`src/rtl/core/cts_pkg.sv`:
```
// Shared constants and the arctangent table for the cartesian-to-spherical core.
// No dependencies; imported by cts_cordic, cts_gain and cartesian_to_spherical.
`timescale 1ns / 1ps

package cts_pkg;

  // Coordinates are scaled up by 2^GUARD_BITS ahead of the CORDIC passes
  localparam int GUARD_BITS = 4;

  // 1/K of the CORDIC gain, Q24
  localparam int INV_GAIN_W    = 24;
  localparam int INV_GAIN_FRAC = 24;
  localparam logic [INV_GAIN_W-1:0] INV_GAIN_Q24 = 24'd10188014;

  // Angle accumulator: signed turns, 32 fraction bits, two integer bits of headroom
  localparam int TURN_W = 32;
  localparam int ANG_W  = TURN_W + 2;
  localparam logic signed [ANG_W-1:0] HALF_TURN = ANG_W'(64'd1 << (TURN_W - 1));

  // round(atan(2^-i) / (2*pi) * 2^32)
  function automatic logic [TURN_W-1:0] atan_turns(input logic [4:0] idx);
    logic [TURN_W-1:0] val;
    case (idx)
      5'd0:    val = 32'h20000000;
      5'd1:    val = 32'h12E4051E;
      5'd2:    val = 32'h09FB385B;
      5'd3:    val = 32'h051111D4;
      5'd4:    val = 32'h028B0D43;
      5'd5:    val = 32'h0145D7E1;
      5'd6:    val = 32'h00A2F61E;
      5'd7:    val = 32'h00517C55;
      5'd8:    val = 32'h0028BE53;
      5'd9:    val = 32'h00145F2F;
      5'd10:   val = 32'h000A2F98;
      5'd11:   val = 32'h000517CC;
      5'd12:   val = 32'h00028BE6;
      5'd13:   val = 32'h000145F3;
      5'd14:   val = 32'h0000A2FA;
      5'd15:   val = 32'h0000517D;
      5'd16:   val = 32'h000028BE;
      5'd17:   val = 32'h0000145F;
      5'd18:   val = 32'h00000A30;
      5'd19:   val = 32'h00000518;
      5'd20:   val = 32'h0000028C;
      5'd21:   val = 32'h00000146;
      5'd22:   val = 32'h000000A3;
      5'd23:   val = 32'h00000051;
      5'd24:   val = 32'h00000029;
      5'd25:   val = 32'h00000014;
      5'd26:   val = 32'h0000000A;
      5'd27:   val = 32'h00000005;
      5'd28:   val = 32'h00000003;
      5'd29:   val = 32'h00000001;
      5'd30:   val = 32'h00000001;
      default: val = 32'h00000000;
    endcase
    return val;
  endfunction

endpackage

```
`src/rtl/core/cts_cordic.sv`:
```
// Pipelined CORDIC vectoring pass, one micro-rotation per register stage.
// Uses cts_pkg for the arctangent table and the angle accumulator width.
`timescale 1ns / 1ps

module cts_cordic import cts_pkg::*; #(
  parameter int DATA_W = 23,
  parameter int STAGES = 16,
  parameter int SB_W   = 1
) (
  input  logic                     clk_i,
  input  logic                     rst_ni,
  input  logic                     en_i,
  input  logic                     vld_i,
  input  logic signed [DATA_W-1:0] x_i,
  input  logic signed [DATA_W-1:0] y_i,
  input  logic signed [ANG_W-1:0]  ang_i,
  input  logic [SB_W-1:0]          sb_i,
  output logic                     vld_o,
  output logic signed [DATA_W-1:0] x_o,
  output logic signed [ANG_W-1:0]  ang_o,
  output logic [SB_W-1:0]          sb_o
);

  // Stage taps: index 0 is the input, index k+1 the output of stage k
  logic                     vld_w [STAGES+1];
  logic signed [DATA_W-1:0] x_w   [STAGES+1];
  logic signed [DATA_W-1:0] y_w   [STAGES+1];
  logic signed [ANG_W-1:0]  ang_w [STAGES+1];
  logic [SB_W-1:0]          sb_w  [STAGES+1];

  assign vld_w[0] = vld_i;
  assign x_w[0]   = x_i;
  assign y_w[0]   = y_i;
  assign ang_w[0] = ang_i;
  assign sb_w[0]  = sb_i;

  for (genvar k = 0; k < STAGES; k++) begin : g_stage
    localparam logic signed [ANG_W-1:0] ATAN_K = ANG_W'(atan_turns(5'(k)));

    logic                     vld_q;
    logic signed [DATA_W-1:0] x_d, x_q, y_d, y_q;
    logic signed [ANG_W-1:0]  ang_d, ang_q;
    logic [SB_W-1:0]          sb_q;

    // Rotate toward y = 0; y >= 0 counts as positive
    always_comb begin
      if (!y_w[k][DATA_W-1]) begin
        x_d   = x_w[k] + (y_w[k] >>> k);
        y_d   = y_w[k] - (x_w[k] >>> k);
        ang_d = ang_w[k] + ATAN_K;
      end else begin
        x_d   = x_w[k] - (y_w[k] >>> k);
        y_d   = y_w[k] + (x_w[k] >>> k);
        ang_d = ang_w[k] - ATAN_K;
      end
    end

    always_ff @(posedge clk_i or negedge rst_ni) begin
      if (!rst_ni) begin
        vld_q <= 1'b0;
      end else if (en_i) begin
        vld_q <= vld_w[k];
      end
    end

    always_ff @(posedge clk_i) begin
      if (en_i) begin
        x_q   <= x_d;
        y_q   <= y_d;
        ang_q <= ang_d;
        sb_q  <= sb_w[k];
      end
    end

    assign vld_w[k+1] = vld_q;
    assign x_w[k+1]   = x_q;
    assign y_w[k+1]   = y_q;
    assign ang_w[k+1] = ang_q;
    assign sb_w[k+1]  = sb_q;
  end

  assign vld_o = vld_w[STAGES];
  assign x_o   = x_w[STAGES];
  assign ang_o = ang_w[STAGES];
  assign sb_o  = sb_w[STAGES];

endmodule

```
`config.mk`:
```
export PLATFORM = sky130hd
export DESIGN_NAME = cts_cordic
export DESIGN_NICKNAME = d
export VERILOG_FILES = /design/src/rtl/core/cts_pkg.sv /design/src/rtl/core/cts_cordic.sv
export SDC_FILE = /design/constraint.sdc
export NUM_CORES = 2
export LEC_CHECK = 0
export ABC_AREA = 0
export BUFFER_PORTS_ARGS = -buffer_cell sky130_fd_sc_hd__buf_2
export CAP_MARGIN = 20
export CELL_PAD_IN_SITES_DETAIL_PLACEMENT = 1
export CELL_PAD_IN_SITES_GLOBAL_PLACEMENT = 2
export CORE_MARGIN = 1
export CORE_UTILIZATION = 33
export CTS_CLUSTER_DIAMETER = 100
export DETAILED_ROUTE_END_ITERATION = 7
export GPL_TIMING_DRIVEN = 0
export PLACE_DENSITY_LB_ADDON = 0.08
export SYNTH_ARGS = -nofsm -noshare
export SYNTH_HDL_FRONTEND = slang
export SYNTH_SLANG_ARGS = --single-unit
```
`constraint.sdc`:
```
create_clock -name clk_i -period 5.17 [get_ports clk_i]
set_input_delay 0.517 -clock clk_i [delete_from_list [all_inputs] [get_ports clk_i]]
set_output_delay 0.517 -clock clk_i [all_outputs]
set_load 0.005 [all_outputs]
```
==> summary.txt <==
Worst setup path
  • Worst Path Arrival: 5.46 ns
  • CP Capture Type: register
  • WP data required: 5.72 ns
  • Crit Path Max Fanout: 6
  • Setup crit start kind: register
  • CP Class: register to register

Logic synthesis
  • Synth Area per Inst: 9.835 um^2
  • Yosys warns: 0
  • Yosys reg bits: 1273
  • Yosys cell types: 88
  • Post-synthesis sequential area ratio: 36.65%
  • Ys async rst share: 1.257%
  • Syn Inst Count: 10583
  • Synth Flop Type: edfxtp_1
  • Post-Syn Nets: 12035
  • Post-Syn Area: 0.1041 mm^2
  • Post-synth EDFFs: 1257

Floorplan
  • Core Box Area: 0.3129 mm^2
  • Top-level I/O count: 144
  • Initial Util: 33.26%
  • Die width: 563.6 um
  • DIE HEIGHT: 563.6 um
  • DIE AREA: 0.3176 mm^2
  • Row Count: 205

Detailed routing
  • DRC: 0
  • Vias/cell: 5.251
  • Final antenna-violating net count: 0
  • Post-Route WL: 305100 um
  • Post-DR wirelength/cell: 19.97 um
  • Initial DRC count: 3262
  • Via Count: 80218
  • Drt pass-1 iters: 5

Timing
  • Worst Tran Pin Value: 1.137 ns
  • Final hold vios: 0
  • Clock Skew: 0.04900 ns
  • Slew margin rel.: 23.52%
  • Post-route minimum period: 4.904 ns
  • Tcrit/Tclk final: 94.86%
  • Achievable frequency: 0.2039 GHz
  • Max Slew Vio Count: 0
  • Final WS setup: 0.2659 ns
  • # setup viols final: 0

Clock tree
  • Clk Latency, worst-skew pair: 0.87 ns
  • H-tree depth: 4
  • Root Driver: clkbuf_16
  • Worst-path clk slew: 0.05 ns
  • CTS Sinks: 1273
  • TritonCTS clock tree: yes
  • Clock tree buffer depth: 4
  • Total CTS buffers: 175

Final layout
  • Final core occ: 37.44%
  • Post-route non-filler standard cell count: 15278
  • Ratio of cells with drive above 1 in the final layout: 5.936%
  • Fin nets: 12453
  • Area Overhead vs Synth: 12.57%

Placed design
  • Cell total after placement: 14895
  • Pre-CTS WS: -1.272 ns
  • Final Wtd Congestion: 0.8614
  • HPWL Detailed: 245700 um
  • Port Buffers: 143

Global routing
  • Gr usage total: 18.82%
  • Largest net degree at the start of global routing: 174
  • Global-route wire length before repair: 479900 um
  • Remaining global-route overflow: 0
  • Vias in the first global route: 85168
  • Initial antenna violation count: 10

Min path
  • Hold Crit Class: primary input to register

Run
  • Max cap viols: 0

Outcome
  • Status: finished, final reports clean
## routing by layer
metal,track usage [%],vias to the layer above,wire (um)
met1,23.63,38896,139100
li1,-,40093,-
met3,2.072,415,7521
met2,33.84,814,149500
met5,0,-,0
met4,5.342,0,9026
## cell usage in the layout, fill, tap and decap left out, drive strengths merged, types with 344 or more instances in the layout
cell type	count
xnor2	954
a21oi	1040
clkbuf	344
ha	1320
edfxtp	1257
inv	489
a21o	526
o21ai	478
xor2	459
nor2	900
nand2	488
## registers in the layout, indices dropped and copies added (netlist names)
register       count
ang_o             34
g_stage.ang_q    510
g_stage.sb_q      15
g_stage.vld_q     15
g_stage.x_q      345
g_stage.y_q      329
sb_o               1
vld_o              1
x_o               23
## cells by family (layout without fill, tap and decap cells)
logic type,count (synthesis),count (layout),synth area share [%]
multiplexers,73,73,0.7586
flip-flops,1273,1273,36.65
other,0,2,0
adder cells (fa/ha/maj),1367,1367,16.77
AO/OA/AOI/OAI,3034,3034,18.64
XOR/XNOR,1413,1413,11.89
buffers and inverters,641,1194,2.315
AND/OR/NAND/NOR,2782,2782,12.98
## critical path: stages, from the launching register on
cell and delay [ns]:
edfxtp_1 0.53, inv_1 0.11, ha_1 0.19, inv_1 0.06, nor4_1 0.96, a21oi_1 0.23
xor2_1 0.21, ha_1 0.38, nor2b_1 0.17, a31oi_1 0.19, nand3_1 0.11, a31oi_1 0.40
o21ai_0 0.26, a211o_1 0.31, a21oi_1 0.21, xnor2_1 0.30
## layout make-up
class,count,area (um^2)
timing repair buffer,243,1988
clock inverter,106,1120
tap,4140,5180
antenna,2,5.005
clock buffer,206,4581
multi-input combinational,8669,63680
inverter,489,1858
sequential,1273,38150
fill,35248,195800
buffer,150,603.1
## final timing paths
check,slack [ns],cells past startpoint,endpoint,startpoint
worst max-delay path,0.27,15,g_stage[9].y_q[22],g_stage[8].x_q[9]
worst min-delay path,0.09,3,g_stage[0].x_q[0],y_i[0]
worst max register to register,0.27,15,g_stage[9].y_q[22],g_stage[8].x_q[9]
worst min register to register,0.41,0,g_stage[4].sb_q,g_stage[3].sb_q
max in group asynchronous,3.58,4,g_stage[14].vld_q,rst_ni
min in group asynchronous,0.62,3,g_stage[8].vld_q,rst_ni
## what timing repair did
item	4_1_cts	5_1_grt
endpoints found under the hold margin	57	0
hold buffers	38	0
setup buffers	22	8
gates cloned	0	0
gates resized for setup	22	49
endpoints found under the setup margin	128	40
## cell usage after synthesis (141+ instances only)
cell | instances | area, um^2
a21o_1 | 526 | 3949
o21bai_1 | 149 | 1119
xor2_1 | 459 | 4020
nand3_1 | 188 | 940.9
ha_1 | 1320 | 16520
a21oi_1 | 1038 | 5195
edfxtp_1 | 1257 | 37750
nor3_1 | 319 | 1597
nor2b_1 | 182 | 1139
o21a_1 | 143 | 1074
a31oi_1 | 141 | 882.1
nand2_1 | 488 | 1832
o21ai_0 | 465 | 2327
xnor2_1 | 954 | 8356
nor2_1 | 900 | 3378
nand2b_1 | 161 | 1007
inv_1 | 487 | 1828
## through the flow
step	hold slack, ns	TNS (ns)	area (um^2)
finish	0.08970	0	117200
floorplan	0.2214	0	104100
global placement	0.4017	-	110000
detailed placement	0.4052	-33.11	110600
CTS	0.001805	0	117000
global route	0.05745	-0.01844	117200
Power is not shown: default switching activity piles up to over one toggle a cycle in this logic, so the estimate is an artifact.
