File: config.mk
export PLATFORM = sky130hd
export DESIGN_NAME = cts_gain
export DESIGN_NICKNAME = d
export VERILOG_FILES = /design/src/rtl/core/cts_pkg.sv /design/src/rtl/core/cts_gain.sv
export SDC_FILE = /design/constraint.sdc
export NUM_CORES = 1
export LEC_CHECK = 0
export ABC_AREA = 1
export BUFFER_PORTS_ARGS = -buffer_cell sky130_fd_sc_hd__buf_4
export CORE_UTILIZATION = 40
export DETAILED_ROUTE_END_ITERATION = 10
export PLACE_DENSITY_LB_ADDON = 0.12
export SETUP_SLACK_MARGIN = 0.5
export SLEW_MARGIN = 20
export SYNTH_ARGS = -nofsm -noshare
export SYNTH_HDL_FRONTEND = slang
export SYNTH_SLANG_ARGS = --single-unit
File: constraint.sdc
create_clock -name clk_i -period 1.7 [get_ports clk_i]
set_clock_uncertainty 0.05 [all_clocks]
set_input_delay 0.34 -clock clk_i [delete_from_list [all_inputs] [get_ports clk_i]]
set_output_delay 0.34 -clock clk_i [all_outputs]
set_load 0.02 [all_outputs]
File: src/rtl/core/cts_pkg.sv
// Shared constants and the arctangent table for the cartesian-to-spherical core.
// No dependencies; imported by cts_cordic, cts_gain and cartesian_to_spherical.
`timescale 1ns / 1ps

package cts_pkg;

  // Coordinates are scaled up by 2^GUARD_BITS ahead of the CORDIC passes
  localparam int GUARD_BITS = 4;

  // 1/K of the CORDIC gain, Q24
  localparam int INV_GAIN_W    = 24;
  localparam int INV_GAIN_FRAC = 24;
  localparam logic [INV_GAIN_W-1:0] INV_GAIN_Q24 = 24'd10188014;

  // Angle accumulator: signed turns, 32 fraction bits, two integer bits of headroom
  localparam int TURN_W = 32;
  localparam int ANG_W  = TURN_W + 2;
  localparam logic signed [ANG_W-1:0] HALF_TURN = ANG_W'(64'd1 << (TURN_W - 1));

  // round(atan(2^-i) / (2*pi) * 2^32)
  function automatic logic [TURN_W-1:0] atan_turns(input logic [4:0] idx);
    logic [TURN_W-1:0] val;
    case (idx)
      5'd0:    val = 32'h20000000;
      5'd1:    val = 32'h12E4051E;
      5'd2:    val = 32'h09FB385B;
      5'd3:    val = 32'h051111D4;
      5'd4:    val = 32'h028B0D43;
      5'd5:    val = 32'h0145D7E1;
      5'd6:    val = 32'h00A2F61E;
      5'd7:    val = 32'h00517C55;
      5'd8:    val = 32'h0028BE53;
      5'd9:    val = 32'h00145F2F;
      5'd10:   val = 32'h000A2F98;
      5'd11:   val = 32'h000517CC;
      5'd12:   val = 32'h00028BE6;
      5'd13:   val = 32'h000145F3;
      5'd14:   val = 32'h0000A2FA;
      5'd15:   val = 32'h0000517D;
      5'd16:   val = 32'h000028BE;
      5'd17:   val = 32'h0000145F;
      5'd18:   val = 32'h00000A30;
      5'd19:   val = 32'h00000518;
      5'd20:   val = 32'h0000028C;
      5'd21:   val = 32'h00000146;
      5'd22:   val = 32'h000000A3;
      5'd23:   val = 32'h00000051;
      5'd24:   val = 32'h00000029;
      5'd25:   val = 32'h00000014;
      5'd26:   val = 32'h0000000A;
      5'd27:   val = 32'h00000005;
      5'd28:   val = 32'h00000003;
      5'd29:   val = 32'h00000001;
      5'd30:   val = 32'h00000001;
      default: val = 32'h00000000;
    endcase
    return val;
  endfunction

endpackage

File: src/rtl/core/cts_gain.sv
// CORDIC gain correction: clamp to non-negative, multiply by 1/K, round half up.
// Two register stages (product, then rounding); uses cts_pkg for the Q24 constant.
`timescale 1ns / 1ps

module cts_gain import cts_pkg::*; #(
  parameter int IN_W  = 23,
  parameter int SB_W  = 1
) (
  input  logic                   clk_i,
  input  logic                   rst_ni,
  input  logic                   en_i,
  input  logic                   vld_i,
  input  logic signed [IN_W-1:0] mag_i,
  input  logic [SB_W-1:0]        sb_i,
  output logic                   vld_o,
  output logic [IN_W-2:0]        mag_o,
  output logic [SB_W-1:0]        sb_o
);

  localparam int MAG_W  = IN_W - 1;
  localparam int PROD_W = MAG_W + INV_GAIN_W;

  logic [MAG_W-1:0]  pos;
  logic [PROD_W-1:0] prod_d, prod_q;
  logic [PROD_W:0]   rnd;
  logic [MAG_W-1:0]  mag_d, mag_q;
  logic              vld_a_q, vld_b_q;
  logic [SB_W-1:0]   sb_a_q, sb_b_q;

  // Stage a: negative magnitudes count as zero, then the multiply
  assign pos    = mag_i[IN_W-1] ? '0 : mag_i[MAG_W-1:0];
  assign prod_d = PROD_W'(pos) * PROD_W'(INV_GAIN_Q24);

  // Stage b: round half up and drop the Q24 fraction
  assign rnd   = (PROD_W+1)'(prod_q) + ((PROD_W+1)'(1) << (INV_GAIN_FRAC - 1));
  assign mag_d = rnd[INV_GAIN_FRAC +: MAG_W];

  always_ff @(posedge clk_i or negedge rst_ni) begin
    if (!rst_ni) begin
      vld_a_q <= 1'b0;
      vld_b_q <= 1'b0;
    end else if (en_i) begin
      vld_a_q <= vld_i;
      vld_b_q <= vld_a_q;
    end
  end

  always_ff @(posedge clk_i) begin
    if (en_i) begin
      prod_q <= prod_d;
      sb_a_q <= sb_i;
      mag_q  <= mag_d;
      sb_b_q <= sb_a_q;
    end
  end

  assign vld_o = vld_b_q;
  assign mag_o = mag_q;
  assign sb_o  = sb_b_q;

endmodule

==> metrics, run 1 <==
outcome finished, violations left; failing checks negative setup slack; Synth Warn # 0; Wirelength per Cell 16.5 um; mean area per synthesized cell 8.87 um2; antenna cells 0; num ports 52; Max Fclk 0.176 GHz; global-route wire length before repair 55100 um; Tot GR Track Use 23.5%; share of the synthesized area in the top cell type 35.3%; worst-margin pin slew 624 ps; GP Congestion 0.915; Commonest cells post-synth inv_1, nand2_1, fa_1, ha_1, nor2_1; via count 9840; Final setup viols 35; syn_nets 1808; Clock transition at path regs 60 ps; final worst setup slack -3980 ps; CP arrival 5670 ps; CP endpoint kind register; post-layout min period 5680 ps; CTS Root Cell clkbuf_16; Sinks on Clock Net 49; initial antenna violation count 0; TritonCTS clock tree yes; largest net degree at the start of global routing 52; port buffer count 51; row count 63; Cell variety after synth 35; vias per std cell 4.65; vias in the first global route 10400; worst skew pair latency 280 ps; leading area contributor after synthesis fa_1; max-slew violations 0; DIE AREA 0.0310 mm2; share of layout cells above drive strength 1 36.7%; startpoint class of the critical path input port; total number of H-tree levels 2; Yosys reg bits 49; slew margin rel. 58.4%; Hold Crit Class input port to register; CTS Buf Count 5; Final Net Count 2167; drt total wl 34900 um; data required time of the worst path 1690 ps; Fin Hold WS 185 ps; Post-synth EDFFs 47; max-cap viol count 0; DRC 0; unrepaired setup endpoints after global routing true; sequential element share of the synthesized area 12.0%; Routed Antenna Nets 0; most common cell in the netlist inv_1; FF/Latch Area 0.00146 mm2; Die Span Y 176 um; DR iter-0 viols 356; asr flop ratio synth 4.08%; Die X-Extent 176 um; Final Cycle Share 334%; Primary FF master, synth edfxtp_1; top post-synthesis cells by area fa_1, ha_1, edfxtp_1, inv_1, nand2_1; cell count after synthesis 1368; Max FO, Critical Path 8; core area 0.0297 mm2; Setup CP Type input port to register; gr ovfl total 0; final hold vios 0; Detailed Routing Iterations Pass 1 5; clock tree buffer depth 2; Post-Synthesis Cell Area 0.0121 mm2; initial core utilization 40.8%; DP HPWL 30900 um; fill count 2650; Layout area overhead 40.0%; area of the multi-input gates 0.0106 mm2
-- per-stage QoR --
stage | std cells | area (um2) | worst slack, ps | setup TNS, ps | util, %
2_1_floorplan | 1368 | 12400 | -4010 | -91260 | -
3_3_place_gp | 2070 | 15300 | -4640 | -102940 | 51.3
3_5_place_dp | 2070 | 15300 | -4660 | -103830 | 51.3
4_1_cts | 2101 | 16400 | -3980 | -91110 | 55.2
5_1_grt | 2117 | 17000 | -4200 | -98650 | 57.2
6_report | 2117 | 17000 | -3980 | -92800 | 57.2
-- cells by family after synthesis --
group / count (synthesis) / share of synthesized area (%)
adders and majority gates: 412 / 55.7
and+or+nand+nor: 404 / 14.1
DFF: 49 / 12.0
xor gates and xnor gates: 29 / 2.09
AOI/OAI and AO/OA: 98 / 4.41
buffers and inverters: 376 / 11.6
-- worst paths after layout --
kind	slack, ps	cells past startpoint	start	endpoint
max	-3980	27	mag_i[22]	prod_q[34]$_DFFE_PP_
min	190	1	sb_i	sb_a_q$_DFFE_PP_
max reg2reg	-270	10	prod_q[23]$_DFFE_PP_	mag_o[17]$_DFFE_PP_
min reg2reg	370	0	sb_a_q$_DFFE_PP_	sb_o$_DFFE_PP_
max in group asynchronous	1170	2	rst_ni	vld_o$_DFFE_PN0P_
min in group asynchronous	340	2	rst_ni	vld_a_q$_DFFE_PN0P_
-- final cells by class --
cell class,count,area share [%]
Inverter,374,8.48
Clock inverter,2,0.0663
Clock buffer,5,0.737
Multi-Input combinational cell,943,62.1
Sequential cell,49,8.60
Timing Repair Buffer,353,17.0
Tap cell,390,2.87
Timing Repair inverter,1,0.0958
-- sequential cells by signal (all words and copies together), names as in the netlist --
name     flops
prod_q      23
sb_a_q       1
sb_o         1
vld_o        1
vld_a_q      1
mag_o       22
-- metal layers --
metal  vias to the layer above  GRT usage [%]  part of all wire, %
met3                        41          0.732                  2.2
met2                       186           41.7                   49
li1                       4882              -                    -
met1                      4731           32.2                   46
met4                         0           4.67                  2.5
met5                         -              0                    0
-- layout by cell type, fill, tap and decap left out, types with 5 or more instances in the layout --
cell and instances:
fa_2 7, nor2_2 25, xor2_2 5, nand3_2 12, nand4_1 9, buf_4 295
a21oi_2 23, o21ai_0 11, nand2_2 61, a21o_1 5, ha_4 31, nand3_4 8
xor2_1 11, inv_1 341, inv_2 29, o21ai_2 6, ha_2 5, nand3_1 21
a21oi_1 26, clkbuf_16 5, nand2_1 150, nand2_4 10, a21oi_4 6, nor2_4 27
xnor2_1 9, fa_1 207, edfxtp_1 47, buf_6 54, ha_1 162, nor2_1 63
o21ai_1 9
-- repair_timing --
item                       CTS  global route
setup endpoints to repair   53            66
buffers inserted            22            16
pin swaps                   64            54
hold endpoints to repair     2             0
hold buffers                 1             0
gates cloned                 1             0
gates resized for setup    214           122
-- critical path: stages --
cell	delay, ps
buf_16	140
clkinv_16	90
nand2_8	60
inv_4	40
ha_4	280
inv_6	30
ha_4	140
or2_4	250
fa_1	530
inv_2	50
fa_1	500
inv_2	40
fa_1	490
fa_1	430
fa_1	490
inv_1	50
fa_1	490
inv_2	50
ha_4	250
a21oi_4	200
o21bai_1	120
a21oi_1	200
nor2_1	80
nor2_1	180
nand2_2	70
nand2_1	50
nand2_1	50
Power of run 1 is left out: the tool's default activity adds up to more than one toggle a clock period on the data nets, which glitch-free logic cannot reach.
==> inputs of run 2 (changes only) <==
- CTS_BUF_LIST: not set -> sky130_fd_sc_hd__clkbuf_8
==> metrics, run 2 (synthesis gave the netlist of run 1 again) <==
global-route wire length before repair 55200 um; hold worst-path end sb_a_q$_DFFE_PP_; final worst setup slack -3960 ps; max-slew violations 0; initial core utilization 40.8%; RR Endpoint mag_o[17]$_DFFE_PP_; vias per std cell 4.65; CP arrival 5670 ps; DRC 0; non-filler cells, final 2115; share of layout cells above drive strength 1 36.9%; Max Fclk 0.177 GHz; initial antenna violation count 0; gr ovfl total 0; drt total wl 34900 um; max reg flops 23; RR Startpoint prod_q[23]$_DFFE_PP_; TritonCTS clock tree yes; commonest non-fill, non-tap cell in the layout inv_1; Tot GR Track Use 23.5%; Setup CP Type input port to register; worst skew pair latency 290 ps; Critical Path Slowest Stage Cell fa_1; total number of H-tree levels 2; Detailed Routing Iterations Pass 1 5; via count 9838; Wirelength per Cell 16.5 um; startpoint class of the critical path input port; max-cap viol count 0; critical path's largest stage delay 540 ps; clock tree buffer depth 2; Sinks on Clock Net 49; Layout area overhead 39.7%; CP endpoint kind register; outcome finished, violations left; Final Util 57.0%; Final Cycle Share 333%; Die X-Extent 176 um; DP HPWL 30900 um; DIE AREA 0.0310 mm2; Routed Antenna Nets 0; slew margin rel. 58.2%; data required time of the worst path 1710 ps; Critical Path Most Common Cell fa_1; worst-margin pin slew 627 ps; Clock transition at path regs 80 ps; post-layout min period 5660 ps; vias in the first global route 10400; DR iter-0 viols 345; R2R cell count 10; Worst Hold Path Cells 1; Hold Crit Class input port to register; antenna cells 0; reg-to-reg slack, setup -270 ps; row count 63; Final Net Count 2165; num ports 52; most frequent cells in the layout inv_1, buf_4, fa_1; GP Congestion 0.915; largest net degree at the start of global routing 52; Final setup viols 35; Max FO, Critical Path 5; Largest Register prod_q; unrepaired setup endpoints after global routing true; final hold vios 0; CTS Buf Count 5; CTS Root Cell clkbuf_8; failing checks negative setup slack; HP Start sb_i; Fin Hold WS 169 ps; port buffer count 51; Die Span Y 176 um; placed insts 2070; core area 0.0297 mm2
-- run 2: worst max-delay path by stage --
stage / start / endpoint / slack [ps] / depth (start not counted)
3_3_place_gp: mag_i[22] / prod_q[44]$_DFFE_PP_ / -4640 / 24
2_1_floorplan: mag_i[22] / prod_q[43]$_DFFE_PP_ / -4010 / 26
5_1_grt: mag_i[22] / prod_q[44]$_DFFE_PP_ / -4170 / 28
4_1_cts: mag_i[22] / prod_q[35]$_DFFE_PP_ / -3960 / 29
6_report: mag_i[22] / prod_q[44]$_DFFE_PP_ / -3960 / 28
3_5_place_dp: mag_i[22] / prod_q[44]$_DFFE_PP_ / -4660 / 24
-- run 2: metal layers --
metal / up-vias / track usage (%) / wire length, um
met5: - / 0 / 0
met4: 0 / 3.66 / 659
met3: 38 / 0.603 / 730
met2: 164 / 42.1 / 17300
met1: 4759 / 32.2 / 16100
li1: 4877 / - / -
-- run 2: timing repair --
action | in CTS | in global routing
cloned | 1 | 0
hold buffers | 1 | 0
pin swaps | 65 | 63
endpoints found under the hold margin | 2 | 0
resized for setup | 225 | 119
setup endpoints to repair | 65 | 67
setup buffers | 21 | 15
-- run 2: cell type report --
cell class,count,area [um2]
clock buffers,5,68.8
clock inverters,2,11.3
fillers,2653,12800
inverters,374,1440
multi-input cells,943,10600
flip-flops and latches,49,1460
well taps,390,488
repair buffers,351,2880
repair inverters,1,16.3
-- run 2: worst max-delay path, delay by kind of cell --
family | cells | cell delay (ps)
adders and majority gates | 8 | 3680
and+or+nand+nor | 10 | 850
buffers and inverters | 9 | 660
AOI/OAI and AO/OA | 1 | 150
-- run 2: per-stage QoR --
step	setup TNS, ps	area [um2]	worst slack [ps]
finish	-92050	17000	-3960
global route	-97710	17000	-4170
CTS	-90580	16400	-3960
detailed placement	-103830	15300	-4660
global placement	-102940	15300	-4640
floorplan	-91260	12400	-4010
Power of run 2 is left out for the same reason.
